$ cat config.mk
export PLATFORM = sky130hd
export DESIGN_NAME = positional_linked_list_engine
export DESIGN_NICKNAME = d
export VERILOG_FILES = /design/src/design/pll_pkg.sv /design/src/design/pll_pool.sv /design/src/design/positional_linked_list_engine.sv
export SDC_FILE = /design/constraint.sdc
export NUM_CORES = 1
export LEC_CHECK = 0
export CELL_PAD_IN_SITES_DETAIL_PLACEMENT = 1
export CELL_PAD_IN_SITES_GLOBAL_PLACEMENT = 1
export CORE_UTILIZATION = 60
export CTS_BUF_LIST = sky130_fd_sc_hd__clkbuf_4 sky130_fd_sc_hd__clkbuf_8
export DETAILED_ROUTE_END_ITERATION = 10
export DONT_BUFFER_PORTS = 1
export GPL_TIMING_DRIVEN = 0
export PLACE_DENSITY = 0.91
export SYNTH_ARGS = -nofsm -noshare
export SYNTH_HDL_FRONTEND = slang
export SYNTH_SLANG_ARGS = --single-unit
$ cat constraint.sdc
create_clock -name aclk -period 5.97 [get_ports aclk]
set_input_delay 1.194 -clock aclk [delete_from_list [all_inputs] [get_ports aclk]]
set_output_delay 1.194 -clock aclk [all_outputs]
set_load 0.1 [all_outputs]
$ cat src/design/pll_pkg.sv
// Package for the positional linked list engine: sizes, opcodes, status codes
// and the sequencer state type. No dependencies.
`default_nettype none
package pll_pkg;
    localparam int Capacity = 16;
    localparam int IdxW     = $clog2(Capacity);
    localparam int CntW     = $clog2(Capacity + 1);

    localparam logic [2:0] OP_PUSH_TAIL = 3'd0;
    localparam logic [2:0] OP_PUSH_HEAD = 3'd1;
    localparam logic [2:0] OP_INSERT    = 3'd2;
    localparam logic [2:0] OP_POP_TAIL  = 3'd3;
    localparam logic [2:0] OP_POP_HEAD  = 3'd4;
    localparam logic [2:0] OP_REMOVE    = 3'd5;
    localparam logic [2:0] OP_READ_ALL  = 3'd6;

    localparam logic [1:0] ST_OK     = 2'd0;
    localparam logic [1:0] ST_FULL   = 2'd1;
    localparam logic [1:0] ST_EMPTY  = 2'd2;
    localparam logic [1:0] ST_BADPOS = 2'd3;

    typedef enum logic [5:0] {
        S_IDLE  = 6'b000001,
        S_WALK  = 6'b000010,
        S_LINK  = 6'b000100,
        S_READ  = 6'b001000,
        S_EMIT  = 6'b010000,
        S_OUT   = 6'b100000
    } state_t;
endpackage
`default_nettype wire

$ cat src/design/pll_pool.sv
// Node pool for the linked list engine: value, next and prev memories with
// one write port each and registered read. Depends on pll_pkg.
`default_nettype none
module pll_pool (
    input  wire logic                    aclk,
    input  wire logic                    wr_en,
    input  wire logic [pll_pkg::IdxW-1:0] wr_idx,
    input  wire logic [31:0]             wr_val,
    input  wire logic                    nx_we,
    input  wire logic [pll_pkg::IdxW-1:0] nx_idx,
    input  wire logic [pll_pkg::IdxW-1:0] nx_data,
    input  wire logic                    pv_we,
    input  wire logic [pll_pkg::IdxW-1:0] pv_idx,
    input  wire logic [pll_pkg::IdxW-1:0] pv_data,
    input  wire logic [pll_pkg::IdxW-1:0] rd_idx,
    output logic      [31:0]             rd_val,
    output logic      [pll_pkg::IdxW-1:0] rd_next,
    output logic      [pll_pkg::IdxW-1:0] rd_prev
);
    import pll_pkg::*;
    logic [31:0]     val_mem [Capacity];
    logic [IdxW-1:0] nx_mem  [Capacity];
    logic [IdxW-1:0] pv_mem  [Capacity];

    always_ff @(posedge aclk) begin
        if (wr_en) val_mem[wr_idx] <= wr_val;
        if (nx_we) nx_mem[nx_idx] <= nx_data;
        if (pv_we) pv_mem[pv_idx] <= pv_data;
        rd_val  <= val_mem[rd_idx];
        rd_next <= nx_mem[rd_idx];
        rd_prev <= pv_mem[rd_idx];
    end
endmodule
`default_nettype wire

$ cat src/design/positional_linked_list_engine.sv
// Top level of the positional linked list engine: command sequencer, free
// stack and output register. Depends on pll_pkg and pll_pool.
`default_nettype none
// A command is taken only when the engine is idle and holds one transfer at a
// time. Push head and push tail into a non-empty list insert before the head.
// Positional insert walks the next links one node at a time through the
// single registered pool read port, as do positional remove and pop tail. A
// read-out emits one result per element. Every command ends with m_tlast high
// on its final result. No clearing pass is needed after reset.
module positional_linked_list_engine (
    input  wire logic        aclk,
    input  wire logic        aresetn,
    input  wire logic        s_tvalid,
    output logic             s_tready,
    input  wire logic [39:0] s_tdata,   // [31:0] value, [38:32] position, [39] zero
    input  wire logic [2:0]  s_tuser,   // [2:0] opcode
    output logic             m_tvalid,
    input  wire logic        m_tready,
    output logic      [39:0] m_tdata,   // [31:0] item_value, [38:32] element_count, [39] zero
    output logic      [1:0]  m_tuser,   // [1:0] status
    output logic             m_tlast
);
    import pll_pkg::*;

    state_t            state_reg, state_next;
    logic [IdxW-1:0]   free_stack_reg [Capacity];
    logic [CntW-1:0]   free_top_reg;
    logic [IdxW-1:0]   head_reg;
    logic [CntW-1:0]   count_reg;
    logic              ins_reg;      // insert (1) or remove (0)
    logic              at_head_reg;  // inserted node becomes the head
    logic [31:0]       val_reg;
    logic [6:0]        pos_reg;      // target position, walk to it
    logic [6:0]        step_reg;     // nodes walked so far (1-based)
    logic [IdxW-1:0]   cur_reg;
    logic              rd_wait_reg;  // pool read in flight
    logic              link_ph_reg;  // second link write phase
    logic [IdxW-1:0]   node_reg;
    logic [IdxW-1:0]   pv_reg;
    logic [IdxW-1:0]   nx_reg;
    logic [31:0]       o_val_reg;
    logic [1:0]        o_st_reg;
    logic              o_last_reg;

    logic              wr_en, nx_we, pv_we;
    logic [IdxW-1:0]   wr_idx, nx_idx, nx_data, pv_idx, pv_data, rd_idx;
    logic [31:0]       rd_val;
    logic [IdxW-1:0]   rd_next, rd_prev;

    pll_pool u_pool (
        .aclk(aclk), .wr_en(wr_en), .wr_idx(wr_idx), .wr_val(val_reg),
        .nx_we(nx_we), .nx_idx(nx_idx), .nx_data(nx_data),
        .pv_we(pv_we), .pv_idx(pv_idx), .pv_data(pv_data),
        .rd_idx(rd_idx), .rd_val(rd_val), .rd_next(rd_next), .rd_prev(rd_prev)
    );

    assign s_tready = (state_reg == S_IDLE);
    assign m_tvalid = (state_reg == S_OUT);
    assign m_tdata  = {1'b0, 7'(count_reg), o_val_reg};
    assign m_tuser  = o_st_reg;
    assign m_tlast  = o_last_reg;
    assign rd_idx   = cur_reg;

    // Link writes: an insert first writes the node and its own links, then joins it in.
    always_comb begin
        wr_en = 1'b0; nx_we = 1'b0; pv_we = 1'b0;
        wr_idx = node_reg; nx_idx = pv_reg; nx_data = node_reg;
        pv_idx = nx_reg; pv_data = node_reg;
        if (state_reg == S_LINK) begin
            if (ins_reg) begin
                if (!link_ph_reg) begin
                    wr_en = 1'b1;
                    nx_we = 1'b1; nx_idx = node_reg; nx_data = nx_reg;
                    pv_we = 1'b1; pv_idx = node_reg; pv_data = pv_reg;
                end else if (count_reg != '0) begin
                    nx_we = 1'b1; nx_idx = pv_reg; nx_data = node_reg;
                    pv_we = 1'b1; pv_idx = nx_reg; pv_data = node_reg;
                end
            end else begin
                nx_we = 1'b1; nx_idx = pv_reg; nx_data = nx_reg;
                pv_we = 1'b1; pv_idx = nx_reg; pv_data = pv_reg;
            end
        end
    end

    logic [6:0] cnt7;
    assign cnt7 = 7'(count_reg);

    // Command decode: status, walk target and first state of the sequence.
    logic            cmd_ins;
    logic            cmd_at_head;
    logic [6:0]      cmd_pos;
    logic [1:0]      cmd_st;
    state_t          cmd_state;
    logic [6:0]      s_pos;
    logic [IdxW-1:0] free_node;

    assign s_pos     = s_tdata[38:32];
    assign free_node = free_stack_reg[IdxW'(free_top_reg - 1'b1)];

    always_comb begin
        cmd_ins     = 1'b0;
        cmd_at_head = 1'b0;
        cmd_pos     = 7'd1;
        cmd_st      = ST_OK;
        cmd_state   = S_OUT;
        unique case (s_tuser)
            OP_PUSH_TAIL, OP_PUSH_HEAD, OP_INSERT: begin
                cmd_ins = 1'b1;
                // Tail position wraps to the head: insert before it.
                if (s_tuser == OP_INSERT && s_pos <= cnt7) cmd_pos = s_pos;
                cmd_at_head = (s_tuser == OP_PUSH_HEAD) ||
                              (s_tuser == OP_INSERT && s_pos == 7'd1);
                if (count_reg == CntW'(Capacity))
                    cmd_st = ST_FULL;
                else if (s_tuser == OP_INSERT &&
                         (s_pos == 7'd0 || s_pos > cnt7 + 7'd1))
                    cmd_st = ST_BADPOS;
                else if (count_reg == '0) cmd_state = S_LINK;
                else cmd_state = S_WALK;
            end
            OP_POP_TAIL, OP_POP_HEAD, OP_REMOVE: begin
                cmd_pos = (s_tuser == OP_POP_TAIL) ? cnt7 :
                          (s_tuser == OP_POP_HEAD) ? 7'd1 : s_pos;
                if (count_reg == '0) cmd_st = ST_EMPTY;
                else if (s_tuser == OP_REMOVE &&
                         (s_pos == 7'd0 || s_pos > cnt7))
                    cmd_st = ST_BADPOS;
                else cmd_state = S_WALK;
            end
            OP_READ_ALL: begin
                if (count_reg == '0) cmd_st = ST_EMPTY;
                else cmd_state = S_READ;
            end
            default: ;
        endcase
    end

    always_ff @(posedge aclk) begin
        if (!aresetn) begin
            state_reg    <= S_IDLE;
            free_top_reg <= CntW'(Capacity);
            head_reg     <= '0;
            count_reg    <= '0;
            for (int i = 0; i < Capacity; i++) free_stack_reg[i] <= IdxW'(i);
        end else begin
            unique case (state_reg)
                S_IDLE: if (s_tvalid) begin
                    val_reg <= s_tdata[31:0];
                    cur_reg <= head_reg;
                    step_reg <= 7'd1;
                    rd_wait_reg <= 1'b1;
                    link_ph_reg <= 1'b0;
                    o_val_reg <= '0;
                    o_st_reg <= cmd_st;
                    o_last_reg <= 1'b1;
                    ins_reg <= cmd_ins;
                    at_head_reg <= cmd_at_head;
                    pos_reg <= cmd_pos;
                    node_reg <= free_node;
                    nx_reg <= free_node;
                    pv_reg <= free_node;
                    state_reg <= cmd_state;
                end
                S_WALK: begin
                    // Wait out the registered read, then advance or stop.
                    if (rd_wait_reg) rd_wait_reg <= 1'b0;
                    else if (step_reg < pos_reg) begin
                        cur_reg <= rd_next;
                        step_reg <= step_reg + 7'd1;
                        rd_wait_reg <= 1'b1;
                    end else begin
                        if (ins_reg) begin
                            nx_reg <= cur_reg;
                            pv_reg <= rd_prev;
                        end else begin
                            node_reg <= cur_reg;
                            nx_reg <= rd_next;
                            pv_reg <= rd_prev;
                            o_val_reg <= rd_val;
                        end
                        state_reg <= S_LINK;
                    end
                end
                S_LINK: begin
                    if (ins_reg && !link_ph_reg) link_ph_reg <= 1'b1;
                    else begin
                        if (ins_reg) begin
                            free_top_reg <= free_top_reg - 1'b1;
                            count_reg <= count_reg + 1'b1;
                            if (count_reg == '0 || at_head_reg) head_reg <= node_reg;
                        end else begin
                            free_stack_reg[IdxW'(free_top_reg)] <= node_reg;
                            free_top_reg <= free_top_reg + 1'b1;
                            count_reg <= count_reg - 1'b1;
                            if (count_reg == CntW'(1)) head_reg <= '0;
                            else if (pos_reg == 7'd1) head_reg <= nx_reg;
                        end
                        o_last_reg <= 1'b1;
                        state_reg <= S_OUT;
                    end
                end
                S_READ: state_reg <= S_EMIT;   // hold for the pool read
                S_EMIT: begin
                    o_val_reg <= rd_val;
                    o_last_reg <= (step_reg == cnt7);
                    cur_reg <= rd_next;
                    state_reg <= S_OUT;
                end
                S_OUT: if (m_tready) begin
                    // Drop to idle on the last transfer, else fetch the next node.
                    if (o_last_reg) state_reg <= S_IDLE;
                    else begin
                        step_reg <= step_reg + 7'd1;
                        state_reg <= S_READ;
                    end
                end
                default: state_reg <= S_IDLE;
            endcase
        end
    end
endmodule
`default_nettype wire

* Word-level counts from Yosys, hierarchy flattened *
Memory sizes are Yosys's and may differ from the RTL's. A register that Yosys moved wholly into a read port is not among the register bits.
Cells that the tools add are included.

operators by class
  bitwise operators = 1
  equal/unequal tests = 27
  magnitude comparators = 4
  reductions and logical operators = 35
  add/subtract/negate cells = 6
  muxes and demuxes = 99

operators with widths
  kind                                               number
  two-way mux 32 bit                                 4
  two-way mux 4 bit                                  31
  one-hot mux 32 bit (3 select lines)                1
  two-way mux 6 bit                                  10
  two-way mux 7 bit                                  8
  one-hot mux 6 bit (6 select lines)                 1
  two-way mux 1 bit                                  25
  one-hot mux 4 bit (2 select lines)                 3
  one-hot mux 7 bit (3 select lines)                 1
  one-hot mux 6 bit (3 select lines)                 1
  AND reduction 5 bit                                3
  == test 7 x 1 -> 1 bit (second input constant)     2
  != test 2 bit (second input constant)              7
  one-hot mux 7 bit (2 select lines)                 1
  one-hot mux 4 bit (3 select lines)                 1
  AND reduction 4 bit                                3
  AND reduction 6 bit                                2
  nonzero test 3 bit                                 4
  adder 5 x 1 -> 5 bit (second input constant)       2
  two-way mux 2 bit                                  5
  two-way mux 5 bit                                  2
  subtractor 5 x 1 -> 5 bit (second input constant)  2
  == test 3 bit (second input constant)              3
  adder 7 x 1 -> 7 bit (second input constant)       1
  other kinds (35)                                   49

storage, ports and cells
  output and inout port bits = 45
  input bits = 47
  memory bits (writable) = 704
  register bits = 121
  memories kept = 4

memory list
  memory          depth  bits a word  rd ports  clocked after Yosys merged registers in  write ports  line                                 source
  u_pool.val_mem  16     32           1         1                                        1            pll_pool.sv:21                       logic [31:0] val_mem [Capacity];
  free_stack_reg  16     4            1         0                                        16           positional_linked_list_engine.sv:26  logic [IdxW-1:0] free_stack_reg [Capacity];
  u_pool.nx_mem   16     4            1         1                                        1            pll_pool.sv:22                       logic [IdxW-1:0] nx_mem [Capacity];
  u_pool.pv_mem   16     4            1         1                                        1            pll_pool.sv:23                       logic [IdxW-1:0] pv_mem [Capacity];

* Depth between registers and ports, before layout *
  word-level depth = 9
  gate-level depth with buffers = 11

* Hierarchy *
Synthesis repeated with hierarchy kept, for this count alone.

unflattened totals
  cell total of the unflattened synthesis = 1801
  area, all modules = 34287.9 sq um

by module, submodules not included
  module                         area each (sq um)  cells each  times used
  pll_pool                       25353.1            1086        1
  positional_linked_list_engine  8934.8             715         1

* Worst setup path after synthesis *
OpenSTA, ideal clock, no wires.

  path kind = reg2reg
  from = register state_reg[3]
  to = memory u_pool.val_mem[3][0], enable pin
  stages on the path, launching flop included = 7
  data arrival time = 3.485 ns
  path slack = 2.024 ns
  data required time = 5.509 ns
  period minus slack after synthesis = 3.946 ns
  cells stage by stage = dfxtp_1 -> buf_2 -> nor3b_2 -> and3_1 -> buf_2 -> nand3_1 -> nor3_1

on the way
  cells in the longest elaborated chain, start to end = 4

ends and longest elaborated chain
  item                                     line                                  source
  from (decl)                              positional_linked_list_engine.sv:25   state_t state_reg, state_next;
  from (signal assigned)                   positional_linked_list_engine.sv:163  state_reg <= cmd_state;
  == test 6 x 3 -> 1 bit                   positional_linked_list_engine.sv:69   if (state_reg == S_LINK) begin
  two-way mux 1 bit                        positional_linked_list_engine.sv:69
  two-way mux 1 bit                        pll_pool.sv:26                        if (wr_en) val_mem[wr_idx] <= wr_val;
  two-way mux 1 bit (not written as such)  pll_pool.sv:26
  to (decl)                                pll_pool.sv:21

No other way between the ends.

* Worst setup path after layout *
  from = register count_reg[1]
  to = memory u_pool.nx_mem[12][3] (netlist bit), enable pin

on the way
  cells in the longest elaborated chain, start to end = 7

ends and longest elaborated chain
  item                                     line                                  source
  from (decl)                              positional_linked_list_engine.sv:29   logic [CntW-1:0] count_reg;
  from (signal assigned)                   positional_linked_list_engine.sv:190  count_reg <= count_reg + 1'b1;
  from (signal assigned)                   positional_linked_list_engine.sv:195  count_reg <= count_reg - 1'b1;
  nonzero test 5 bit                       positional_linked_list_engine.sv:75   end else if (count_reg != '0) begin
  two-way mux 1 bit                        positional_linked_list_engine.sv:75
  two-way mux 1 bit                        positional_linked_list_engine.sv:71   if (!link_ph_reg) begin
  two-way mux 1 bit                        positional_linked_list_engine.sv:70   if (ins_reg) begin
  two-way mux 1 bit                        positional_linked_list_engine.sv:69
  two-way mux 1 bit                        pll_pool.sv:27                        if (nx_we) nx_mem[nx_idx] <= nx_data;
  two-way mux 1 bit (not written as such)  pll_pool.sv:27
  to (decl)                                pll_pool.sv:22

No other way between the ends.

==> flow_summary_export.csv <==
group,metric,value,unit
clock_network,clock_pin_slew_on_the_worst_setup_and_hold_paths,0.08,ns
synthesis,netlist.top_cell.by_area,"sky130_fd_sc_hd__edfxtp_1",
sta,timing.final.crit_share,68.6,%
clock_network,htree_num_levels,4,
sta,final_max_slew_viol_count,0,
clock_network,clk-insertion-delay-late,0.83,ns
sta,max_slew.worst_pin.slew,1.36,ns
floorplan,io_pins,92,
routing,postRouteAntennaNets,0,
sta,worst_slack,1.87,ns
clock_network,clock-sinks,864,
routing,initialDrtViolationCount,3318,
finish,fillerInstances,4480,
placed_design,placed_cells_incl_taps,2509,
setup_path,crit_path_cell_trace,"inv_1 > ha_1 > nand2_1 > o21a_1 > o21ai_0 > a21oi_1",
pwr,leakage,12.2,nW
finish,finish.cell_count_without_fillers,2751,
synthesis,synth-main-ff-cell,"sky130_fd_sc_hd__edfxtp_1",
synthesis,syn-mean-instance-area,19.7,µm²
pwr,power.total,13.3,mW
setup_path,cp_max_fo,9,
sta,highest_clock_frequency_the_design_can_meet,244,MHz
setup_path,critical_path_class,"flip-flop to flip-flop",
routing,totalWireLength,109,mm
sta,timing.slew.headroom,8.79,%
routing,drt_pass1_iterations,8,
pwr,switching_share,26.1,%
finish,syn_to_final_growth,12.5,%
sta,final-setup-viol-count,0,
synthesis,synth_seq_area_share,74.5,%
global_routing,number_of_antenna_violations_at_the_first_check_in_global_routing,4,
clock_network,post_cts_buffers,0,
finish,max_flop_register,"u_pool.val_mem",
global_routing,leftover_overflow_at_the_end_of_global_routing,0,
synthesis,yosys-top-cells-area,"sky130_fd_sc_hd__edfxtp_1 71%, sky130_fd_sc_hd__mux4_2 14%, sky130_fd_sc_hd__dfxtp_1 3.5%",
setup_path,timing.critical_path.required,6.40,ns
global_routing,track_usage,39.4,%
pwr,share_seq_of_total_power,53.1,%
synthesis,syn-instance-count,1730,
setup_path,endpoint_kind,"flip-flop",
sta,final_hold_viol_count,0,
clock_network,cts_inserted_buffers,134,
clock_network,cts_max_path_buffers,3,
synthesis,netlist_area,34100,µm²
finish,drive_gt1_share,27.1,%
finish,nets,1971,
clock_network,cts_hold_repair.buffers,0,
floorplan,die_h,240,µm
synthesis,synth.ff_latch_count,864,
synthesis,asyncSetResetFlopFracSynth,0,%
global_routing,global_route.usage.met1,49.4,%
clock_network,post_cts_resized,0,
floorplan,start_util,61.2,%
routing,dr_total_vias,20300,
setup_path,startpoint_type,"flip-flop",
pwr,internal_power,9.86,mW
pwr,cellPowerDensity,348,nW/µm²
synthesis,synth.top_cell.area_share,71.0,%
routing,post_drt_wl_per_cell,39.7,µm
flow_run,drv.max_cap_violation_count,0,
floorplan,dieWidth,240,µm
status,run_status,"completed",
setup_path,max_incr_delay_on_cp,1.19,ns
placed_design,port-buffer-count,0,
sta,fin_skew,0.0494,ns
sta,final.hold.worst_slack,0.469,ns
pwr,total_switching_power,3.49,mW
clock_network,tritoncts,"done",
floorplan,coreArea,55600,µm²
synthesis,synth_warnings,0,
sta,finalCriticalPeriod,4.10,ns
setup_path,timing.rr.start,"count_reg[1]$_SDFFE_PN0P_",
finish,largest_register_ffs,512,
synthesis,synth_cell_types,58,
global_routing,grtUsageMet3,11.0,%
hold_path,classification_of_the_worst_slack_hold_path,"input port to flip-flop",
global_routing,grt_pass1_vias,20800,
placed_design,dpl.hpwl,58.7,mm
setup_path,worst_ep_arrival_time,4.53,ns
sta,grt_setup_unrepaired,"false",
global_routing,grt_most_used_layer,"met2",
global_routing,grt_util_met2,62.6,%
pwr,ir_worst_vdd,343,µV
setup_path,worst_path_max_delay_cell,"sky130_fd_sc_hd__dfxtp_1",
placed_design,place_congestion,0.923,
floorplan,std_cell_rows,86,
synthesis,synth_edf_count,805,
clock_network,cts.root.buffer_cell,"sky130_fd_sc_hd__clkbuf_8",
floorplan,die_area,57700,µm²
hold_path,min-delay-start,"s_tdata[19]",
pwr,p_clk_share,40.1,%
sta,tns,0,ns
global_routing,grt_pass1_wl,155,mm
placed_design,post-place-ws,2.21,ns
global_routing,grt_start_max_net_pins,44,
pwr,comb_power_share,6.8,%
setup_path,worst_setup_path_startpoint,"count_reg[1]$_SDFFE_PN0P_",
routing,drc_errors,0,
routing,avgViaCountPerCell,7.39,
[cell usage in the layout (no fill, tap or decap), drive strengths merged, types with 7 or more instances in the layout]
master  synthesis  layout
clkinv          3      27
dfxtp          59      59
xnor2          11      11
nand3          24      24
a21o           12      12
mux2           10      10
nand2b         13      13
o21ai          37      37
and2           57      57
inv            24      33
buf            39      70
nor2b          15      15
a22o            7       7
clkbuf         52     251
nor3           27      27
ha             25      25
mux4          220     220
or3            19      19
edfxtp        805     805
and3           11      11
nand2          64      64
a31oi           8       8
mux2i           9       9
nor2           92      92
nor4           11      11
a21oi          22      22
xor2            9       9
[final timing paths]
path / endpoint / slack [ns] / depth (start not counted)
hold reg to reg: o_val_reg[26]$_SDFFCE_PP0P_ / 0.50 / 1
hold / removal: val_reg[19]$_DFFE_PP_ / 0.47 / 0
setup / recovery: u_pool.nx_mem[12][3]$_DFFE_PP_ / 1.87 / 6
setup reg to reg: u_pool.nx_mem[12][3]$_DFFE_PP_ / 1.87 / 6
[critical path: cells and delay by family (launching register included)]
kind | cells | cell delay [ns]
AO/OA/AOI/OAI | 3 | 1.67
adder cells (fa/ha/maj) | 1 | 0.34
buffers and inverters | 1 | 0.33
flip-flops | 1 | 1.19
AND/OR/NAND/NOR | 1 | 0.19
[synth_stat cells, types with 10 or more instances]
cell type,number
sky130_fd_sc_hd__xnor2_1,11
sky130_fd_sc_hd__nor4_1,11
sky130_fd_sc_hd__and2_1,55
sky130_fd_sc_hd__edfxtp_1,805
sky130_fd_sc_hd__inv_1,23
sky130_fd_sc_hd__nor3_1,26
sky130_fd_sc_hd__buf_2,26
sky130_fd_sc_hd__nand2b_1,13
sky130_fd_sc_hd__nand3_1,24
sky130_fd_sc_hd__nor2_1,91
sky130_fd_sc_hd__a21oi_1,22
sky130_fd_sc_hd__o21ai_0,34
sky130_fd_sc_hd__mux4_2,214
sky130_fd_sc_hd__a21o_1,12
sky130_fd_sc_hd__or3_1,19
sky130_fd_sc_hd__dfxtp_1,59
sky130_fd_sc_hd__ha_1,25
sky130_fd_sc_hd__nor2b_1,15
sky130_fd_sc_hd__nand2_1,64
sky130_fd_sc_hd__mux2_2,10
sky130_fd_sc_hd__and3_1,11
sky130_fd_sc_hd__clkbuf_1,52
[cell type report]
type                            instances  area (µm²)  share of cell area, %
Antenna cell                            3        7.51                 0.0196
Buffer                                 91         427                   1.11
Clock buffer                          199        2410                   6.28
Clock inverter                         38         309                  0.807
Inverter                               27         101                  0.265
Multi-Input combinational cell        750        8310                   21.7
Sequential cell                       864       25400                   66.2
Tap cell                              748         936                   2.44
Timing Repair Buffer                   31         463                   1.21
[per-stage QoR]
| step | area (µm²) | utilization, % |
|---|---|---|
| finish | 38300 | 68.9 |
| CTS | 38300 | 68.8 |
| detailed placement | 35600 | 63.9 |
| floorplan | 34100 | - |
| global placement | 35000 | 62.9 |
| global route | 38300 | 68.9 |
[cell families after synthesis]
group                    Yosys count  synth area share (%)
flip-flops                       864                  74.5
buffers and inverters            118                  1.55
other                              1                0.0110
AO/OA/AOI/OAI                    115                  2.17
XOR/XNOR                          20                 0.514
adder cells (fa/ha/maj)           25                 0.919
AND/OR/NAND/NOR                  348                  5.17
multiplexers                     239                  15.2
[layer usage]
layer / routed length [µm] / up-vias / share of wire (%)
met5: 30 / - / 0.028
met4: 6830 / 4 / 6.3
met3: 13100 / 537 / 12
met2: 53100 / 2126 / 49
met1: 36000 / 10300 / 33
li1: - / 7338 / -
[power by group through the flow]
stage / Sequential, mW / Combinational (mW) / Clock [mW]
after floorplan: 7.14 / 0.592 / 0
after global placement: 7.19 / 0.779 / 0
after detailed placement: 7.20 / 0.842 / 0
after CTS: 7.09 / 0.889 / 5.34
after global routing: 7.10 / 0.933 / 5.53
final: 7.09 / 0.902 / 5.36
Note: power is estimated with default switching activity, not from simulation.
